File: src/sv/tcs_pkg.sv
// ----------------------------------------------------------------------------
// tcs_pkg: shared definitions for the trigram count and score unit
// Widths, table contents, index functions and the command and status bundles
// exchanged between the controller and the datapath.
// ----------------------------------------------------------------------------
package tcs_pkg;

    // Alphabet and counter geometry.
    localparam int ALPHABET     = 27;
    localparam int COUNT_LEVELS = 256;
    localparam int LETTER_W     = 5;
    localparam int SCORE_W      = 5;
    localparam int CNT_W        = $clog2(COUNT_LEVELS);
    localparam int DIG_DEPTH    = ALPHABET * ALPHABET;
    localparam int TRI_DEPTH    = ALPHABET * ALPHABET * ALPHABET;
    localparam int DIG_AW       = $clog2(DIG_DEPTH);
    localparam int TRI_AW       = $clog2(TRI_DEPTH);

    // Per-word random draw.
    localparam int DRAW_W    = 15;
    localparam int SEED_STEP = 625;

    // Log table values span -LOG_BIAS .. 12; scores span 0 .. SCORE_MAX.
    localparam int LOG_W     = 5;
    localparam int LOG_BIAS  = 10;
    localparam int SURP_W    = 7;
    localparam int SCORE_MAX = 22;
    localparam int LOG_STEPS = 12;
    localparam int LOG_BRK [LOG_STEPS] =
        '{2, 5, 11, 23, 43, 68, 96, 126, 156, 187, 217, 248};

    // Bump thresholds, ceil(32768 * exp(-n/30.497)), at most 2^DRAW_W.
    localparam int THR_W = DRAW_W + 1;
    localparam logic [63:0] ONE_Q62 = 64'd1 << 62;

    typedef logic [LETTER_W-1:0]     letter_t;
    typedef logic [SCORE_W-1:0]      score_t;
    typedef logic [CNT_W-1:0]        cnt_t;
    typedef logic [DRAW_W-1:0]       draw_t;
    typedef logic signed [LOG_W-1:0] log_t;
    typedef logic [DIG_AW-1:0]       dig_addr_t;
    typedef logic [TRI_AW-1:0]       tri_addr_t;
    typedef logic [THR_W-1:0]        thr_rom_t [COUNT_LEVELS];

    // Controller to datapath.
    typedef struct packed {
        logic accept;     // take the offered letter
        logic clr_step;   // clear one counter location
        logic slot;       // 0: trigram (a,b,x), 1: closing trigram (b,x,pad)
        logic rd_first;   // first memory read of a slot
        logic modify;     // write back bumps, or latch first logs when scoring
        logic eval;       // fold one trigram surprise into the running max
        logic emit;       // load the score into the output register
    } tcs_cmd_t;

    // Datapath to controller.
    typedef struct packed {
        logic run0;       // offered letter needs the first slot
        logic run1;       // offered letter needs the closing slot
        logic score_item; // item in flight is a scoring item
        logic clr_last;   // clearing pass is at its final location
        logic out_free;   // output register can take a new score
    } tcs_sts_t;

    // floor(a*b / 2^62), kept to 64 bits.
    function automatic logic [63:0] mul_q62(input logic [63:0] a, input logic [63:0] b);
        logic [127:0] prod;
        prod = {64'd0, a} * {64'd0, b};
        return prod[125:62];
    endfunction

    // Evaluated once at elaboration: exp(-1/30.497) by a 20-term series in
    // Q62, then successive powers rounded up to integer thresholds.
    function automatic thr_rom_t build_thr_rom();
        thr_rom_t    rom;
        logic [63:0] quo;
        logic [63:0] rem;
        logic [63:0] x;
        logic [63:0] term;
        logic [63:0] r;
        logic [63:0] p;
        logic [63:0] up;
        quo  = ONE_Q62 / 64'd30497;
        rem  = ONE_Q62 % 64'd30497;
        x    = quo * 64'd1000 + (rem * 64'd1000) / 64'd30497;
        term = ONE_Q62;
        r    = ONE_Q62;
        p    = ONE_Q62;
        term = mul_q62(term, x) / 64'd1;  r = r - term;
        term = mul_q62(term, x) / 64'd2;  r = r + term;
        term = mul_q62(term, x) / 64'd3;  r = r - term;
        term = mul_q62(term, x) / 64'd4;  r = r + term;
        term = mul_q62(term, x) / 64'd5;  r = r - term;
        term = mul_q62(term, x) / 64'd6;  r = r + term;
        term = mul_q62(term, x) / 64'd7;  r = r - term;
        term = mul_q62(term, x) / 64'd8;  r = r + term;
        term = mul_q62(term, x) / 64'd9;  r = r - term;
        term = mul_q62(term, x) / 64'd10; r = r + term;
        term = mul_q62(term, x) / 64'd11; r = r - term;
        term = mul_q62(term, x) / 64'd12; r = r + term;
        term = mul_q62(term, x) / 64'd13; r = r - term;
        term = mul_q62(term, x) / 64'd14; r = r + term;
        term = mul_q62(term, x) / 64'd15; r = r - term;
        term = mul_q62(term, x) / 64'd16; r = r + term;
        term = mul_q62(term, x) / 64'd17; r = r - term;
        term = mul_q62(term, x) / 64'd18; r = r + term;
        term = mul_q62(term, x) / 64'd19; r = r - term;
        term = mul_q62(term, x) / 64'd20; r = r + term;
        for (int n = 0; n < COUNT_LEVELS; n++) begin
            up     = p + ((64'd1 << 47) - 64'd1);
            rom[n] = THR_W'(up >> 47);
            p      = mul_q62(p, r);
        end
        return rom;
    endfunction

    localparam thr_rom_t THR_ROM = build_thr_rom();

    // Integer log of a counter value.
    function automatic log_t log_rom(input cnt_t n);
        log_t v;
        v = -LOG_W'(LOG_BIAS);
        for (int i = 0; i < LOG_STEPS; i++) begin
            if (int'(n) >= LOG_BRK[i]) begin
                v = LOG_W'(i + 1);
            end
        end
        return v;
    endfunction

    // Approximate-counting increment against this word's draw.
    function automatic cnt_t bump_count(input cnt_t n, input draw_t draw);
        cnt_t v;
        v = n;
        if (int'(n) < COUNT_LEVELS - 1 && THR_ROM[n] > {1'b0, draw}) begin
            v = n + 1'b1;
        end
        return v;
    endfunction

    function automatic dig_addr_t di_index(input letter_t a, input letter_t b);
        return DIG_AW'(a) * DIG_AW'(ALPHABET) + DIG_AW'(b);
    endfunction

    function automatic tri_addr_t tri_index(input letter_t a, input letter_t b,
                                            input letter_t c);
        return TRI_AW'(di_index(a, b)) * TRI_AW'(ALPHABET) + TRI_AW'(c);
    endfunction

endpackage

File: src/sv/tcs_ctrl.sv
// ----------------------------------------------------------------------------
// tcs_ctrl: sequencing controller
// Runs the clearing pass after reset, then steps each letter through up to
// two trigram slots of read, modify and evaluate, and hands scores out.
// ----------------------------------------------------------------------------
module tcs_ctrl (
    input  logic              clk,
    input  logic              rst_n,
    input  logic              in_valid,
    output logic              in_ready,
    input  tcs_pkg::tcs_sts_t sts,
    output tcs_pkg::tcs_cmd_t cmd
);
    import tcs_pkg::*;

    typedef enum logic [2:0] {
        ST_CLEAR,
        ST_IDLE,
        ST_READ,
        ST_MODIFY,
        ST_EVAL,
        ST_EMIT
    } state_t;

    state_t state_reg;
    state_t state_next;
    logic   slot_reg;
    logic   slot_next;
    logic   pend_reg;
    logic   pend_next;
    logic   accept;

    assign in_ready = (state_reg == ST_IDLE);
    assign accept   = in_ready && in_valid;

    always_comb
    begin
        cmd          = '0;
        cmd.accept   = accept;
        cmd.clr_step = (state_reg == ST_CLEAR);
        cmd.slot     = slot_reg;
        cmd.rd_first = (state_reg == ST_READ);
        cmd.modify   = (state_reg == ST_MODIFY);
        cmd.eval     = (state_reg == ST_EVAL);
        cmd.emit     = (state_reg == ST_EMIT) && sts.out_free;
    end

    always_comb
    begin
        state_next = state_reg;
        slot_next  = slot_reg;
        pend_next  = pend_reg;
        unique case (state_reg)
            ST_CLEAR:
            begin
                if (sts.clr_last)
                begin
                    state_next = ST_IDLE;
                end
            end
            ST_IDLE:
            begin
                if (accept)
                begin
                    priority if (sts.run0)
                    begin
                        state_next = ST_READ;
                        slot_next  = 1'b0;
                        pend_next  = sts.run1;
                    end
                    else if (sts.run1)
                    begin
                        state_next = ST_READ;
                        slot_next  = 1'b1;
                        pend_next  = 1'b0;
                    end
                    else
                    begin
                        state_next = ST_IDLE;
                    end
                end
            end
            ST_READ:
            begin
                state_next = ST_MODIFY;
            end
            ST_MODIFY, ST_EVAL:
            begin
                priority if (state_reg == ST_MODIFY && sts.score_item)
                begin
                    state_next = ST_EVAL;
                end
                else if (pend_reg)
                begin
                    state_next = ST_READ;
                    slot_next  = 1'b1;
                    pend_next  = 1'b0;
                end
                else if (slot_reg && sts.score_item)
                begin
                    // The closing slot of a scoring word ends in a result.
                    state_next = ST_EMIT;
                end
                else
                begin
                    state_next = ST_IDLE;
                end
            end
            ST_EMIT:
            begin
                if (sts.out_free)
                begin
                    state_next = ST_IDLE;
                end
            end
            default:
            begin
                state_next = ST_IDLE;
            end
        endcase
    end

    always_ff @(posedge clk or negedge rst_n)
    begin
        if (!rst_n)
        begin
            state_reg <= ST_CLEAR;
            slot_reg  <= 1'b0;
            pend_reg  <= 1'b0;
        end
        else
        begin
            state_reg <= state_next;
            slot_reg  <= slot_next;
            pend_reg  <= pend_next;
        end
    end

    // Every read is followed by its write-back or first-log cycle.
    a_read_then_modify: assert property (@(posedge clk) disable iff (!rst_n)
        cmd.rd_first |=> cmd.modify)
        else $error("read cycle not followed by modify");

    // An accepted letter that has work starts a slot in the next cycle.
    a_accept_starts_slot: assert property (@(posedge clk) disable iff (!rst_n)
        cmd.accept && (sts.run0 || sts.run1) |=> cmd.rd_first)
        else $error("accepted letter did not start a slot");

    // The pending closing slot is always slot 1 after slot 0.
    a_pend_only_slot0: assert property (@(posedge clk) disable iff (!rst_n)
        pend_reg |-> !slot_reg)
        else $error("closing slot pending while already in it");

    // Scores are only produced at the end of a scoring item.
    a_emit_scoring: assert property (@(posedge clk) disable iff (!rst_n)
        cmd.emit |-> sts.score_item && slot_reg)
        else $error("emit outside the closing slot of a scoring item");

endmodule

File: config.mk
export PLATFORM = sky130hd
export DESIGN_NAME = tcs_ctrl
export DESIGN_NICKNAME = d
export VERILOG_FILES = /design/src/sv/tcs_pkg.sv /design/src/sv/tcs_ctrl.sv
export SDC_FILE = /design/constraint.sdc
export NUM_CORES = 1
export LEC_CHECK = 0
export BUFFER_PORTS_ARGS = -buffer_cell sky130_fd_sc_hd__buf_2
export CAP_MARGIN = 20
export CELL_PAD_IN_SITES_DETAIL_PLACEMENT = 1
export CELL_PAD_IN_SITES_GLOBAL_PLACEMENT = 2
export CORE_MARGIN = 1.5
export CORE_UTILIZATION = 22
export DETAILED_ROUTE_END_ITERATION = 12
export PLACE_DENSITY_LB_ADDON = 0.12
export SLEW_MARGIN = 15
export SYNTH_ARGS = -nofsm -noshare
export SYNTH_HDL_FRONTEND = slang
export SYNTH_SLANG_ARGS = --single-unit
File: constraint.sdc
create_clock -name clk -period 1.38 [get_ports clk]
set_clock_uncertainty 0.1 [all_clocks]
set_input_delay 0.138 -clock clk [delete_from_list [all_inputs] [get_ports clk]]
set_output_delay 0.138 -clock clk [all_outputs]
set_load 0.05 [all_outputs]
==> results.py <==
metrics = {
    "die": {
        "initial_core_util_pct": 24.2,
        "die_w_um": 44.4,
        "ios": 16,
        "fp.coreArea_um2": 1560,
        "die-height_um": 44.4,
        "dieArea_um2": 1980,
        "std_cell_rows": 14,
    },
    "clocking": {
        "h-tree-depth": 1,
        "clock-root-buffer": "clkbuf_4",
        "cts_buffer_depth": 2,
        "cts_tree": "yes",
        "cts.sinks": 5,
        "clk_latency_ns": 0.25,
        "clk_pin_slew_worst_paths_ns": 0.05,
        "cts_buffers": 3,
    },
    "global_route": {
        "grt_overflow": 0,
        "grt_usage_pct": 17.2,
        "antenna_found_initial": 0,
        "grt_max_degree": 7,
        "grt_pass1_wl_mm": 2.25,
        "grt_pass1_vias": 473,
    },
    "min_path": {
        "min_delay_path_depth": 3,
        "worstHoldStart": "sts[1]",
        "min_path_type": "input port to flop",
        "whs_endpoint": "state_reg[0]",
    },
    "placed_design": {
        "gp_congestion": 0.801,
        "post-place-ws_ns": -0.0675,
        "io_buffer_count": 15,
        "hpwl_mm": 1.05,
    },
    "detailed_routing": {
        "drc_errors": 0,
        "vias": 460,
        "dr.pass1.iters": 6,
        "wire_per_inst_um": 16.0,
        "routed_wl_mm": 1.41,
        "drtIter0Drc": 11,
        "postRouteAntennaNets": 0,
        "viasPerCell": 5.23,
    },
    "critical_path": {
        "crit_family": "simple AND/OR/NAND/NOR gates",
        "path_max_fanout": 4,
        "worst-setup-path-type": "flop to output pin",
        "cpMaxStageDelayCell": "or3b_4",
        "required_ns": 1.14,
        "start_kind": "flop",
        "path_cells": "or3b_4 -> clkinv_4 -> buf_8",
        "r2r-end": "slot_reg",
        "reg2regPathDepth": 5,
        "rrSetupSlack_ns": -0.12,
        "r2r-start": "state_reg[0]",
        "path_buf_inv": 2,
        "cp.arrival_ns": 1.32,
        "end_kind": "output pin",
        "cpPeakStageDelay_ns": 0.42,
    },
    "finish": {
        "largest_register_ffs": 3,
        "drive_gt1_share_pct": 65.3,
        "seq_area_um2": 128,
        "areaGrowthSynthToFinish_pct": 96.4,
        "antennaDiodeCount": 0,
        "nFillCells": 174,
        "nets": 81,
        "multi_input_area_um2": 274,
    },
    "sta": {
        "finalSetupViolCount": 10,
        "hold_viol_final": 0,
        "period_share_pct": 113,
        "rsz0062_at_grt": "true",
        "fin_tns_setup_ns": -0.989,
        "worst_slew_pin_slew_ns": 0.357,
        "finalWorstSetupSlack_ns": -0.182,
        "period_minus_slack_ns": 1.56,
        "slew_headroom_pct": 76.1,
        "max_freq_mhz": 640,
        "slew_violations": 0,
        "hold_ws_ns": 0.0263,
    },
    "logic_synthesis": {
        "syn-instance-count": 40,
        "ys_seq_elements": 5,
        "synth_area_um2": 378,
        "syn_area_per_cell_um2": 9.45,
        "yosys_warnings": 0,
        "ys_seq_area_share_pct": 33.1,
        "synthesis.nets": 48,
        "yosysUniqueCellTypes": 27,
    },
    "power_and_ir_drop": {
        "p_per_area_nw_per_um2": 2560,
        "peakVddDrop_mv": 1.02,
        "leakagePower_nw": 0.331,
    },
    "run_status": {
        "violations": "negative setup slack",
        "run_status": "finished, violations left",
    },
    "flow_run": {
        "maxCapViolations": 0,
    },
}
-- worst max path at each step --
stage	startpoint	end	slack, ns	cells after the start
CTS	state_reg[1]	cmd[1]	-0.19	3
finish	state_reg[1]	cmd[1]	-0.18	3
detailed placement	state_reg[2]	pend_reg	-0.07	3
global route	state_reg[1]	cmd[1]	-0.21	3
global placement	state_reg[0]	state_reg[0]	-0.04	4
floorplan	state_reg[0]	state_reg[0]	-0.1	4
-- logic make-up (layout without fill, tap and decap cells) --
family                 count (synthesis)  in the layout  share of synthesized area (%)
AND/OR/NAND/NOR                       17             17                           32.1
flip-flops                             5              5                           33.1
AO/OA/AOI/OAI                         12             12                           26.8
buffers and inverters                  6             38                           7.94
-- tightest hold or removal path: cells and delay by family --
kind            cells  cell delay, ns
compound gates      1            0.06
buf+inv             2            0.15
-- routing by layer --
metal  part of all wire, %  track usage [%]  routed length (um)  vias to the layer above
met5                     0                0                   0                        -
met1                    37             18.7                 527                      218
met4                   3.1             12.7                  44                        0
met2                    55             30.0                 771                       23
li1                      -                -                   -                      215
met3                   4.9             2.45                  69                        4
-- area by class of cell --
cell class	count	share of cell area, %
Multi-Input combinational cell	29	36.9
Sequential cell	5	17.2
Tap cell	16	2.70
Inverter	4	3.04
Clock buffer	4	3.54
Timing Repair Buffer	30	36.6
-- Yosys cell counts --
cell	n	share of area [%]
a2111oi_2	1	4.0
a211oi_1	1	2.0
a211oi_2	1	3.3
a21oi_1	1	1.3
a22o_1	1	2.3
a2bb2oi_1	1	2.3
a32o_1	1	2.6
and2_1	2	3.3
and2b_1	1	2.0
and3_1	1	1.7
and3b_1	1	2.3
and4bb_1	1	3.3
buf_4	2	4.0
dfrtp_1	5	33
inv_1	3	3.0
inv_2	1	0.99
nand2_1	1	0.99
nand2b_1	1	1.7
nand4bb_1	2	6.0
nor2_1	2	2.0
nor2b_1	2	3.3
nor3_1	2	2.6
o211ai_1	1	2.0
o21a_1	1	2.0
o21ai_0	2	2.6
o32ai_1	1	2.3
or3b_4	1	3.0
-- per-stage QoR --
stage | area (um2) | std cells | util [%] | total power [mW]
after floorplan | 405 | 40 | - | 1.02
after global placement | 546 | 77 | 35.0 | 1.30
after detailed placement | 546 | 77 | 35.0 | 1.33
after CTS | 702 | 86 | 45.0 | 1.81
after global routing | 742 | 88 | 47.6 | 2.00
final | 742 | 88 | 47.6 | 1.90
-- layout by cell type, fill, tap and decap left out, drive strengths merged --
cell type    netlist  layout
o21ai              2       2
dlygate4sd3        0       1
or3b               1       1
buf                2      29
nor3               2       2
o211ai             1       1
a22o               1       1
a2111oi            1       1
a211oi             2       2
and3               1       1
and3b              1       1
a21oi              1       1
inv                4       3
a32o               1       1
nor2               2       2
a2bb2oi            1       1
and2               2       2
nand4bb            2       2
clkbuf             0       4
and2b              1       1
o32ai              1       1
dfrtp              5       5
and4bb             1       1
nand2              1       1
o21a               1       1
clkinv             0       1
nor2b              2       2
nand2b             1       1
-- power breakdown --
part / total, mW / switching [mW] / internal (mW)
Clock: 0.182 / 0.0716 / 0.110
Combinational: 1.44 / 0.747 / 0.689
Sequential: 0.285 / 0.0682 / 0.216
Total: 1.90 / 0.887 / 1.02
-- repair_timing --
| action | CTS | global route |
|---|---|---|
| endpoints found under the hold margin | 5 | 0 |
| gates resized for setup | 27 | 7 |
| buffers inserted | 4 | 2 |
| hold buffers | 1 | 0 |
| setup endpoints to repair | 10 | 11 |
| gates cloned | 0 | 0 |
| pin swaps | 1 | 2 |
No activity file was read; power rests on OpenSTA's default activity.
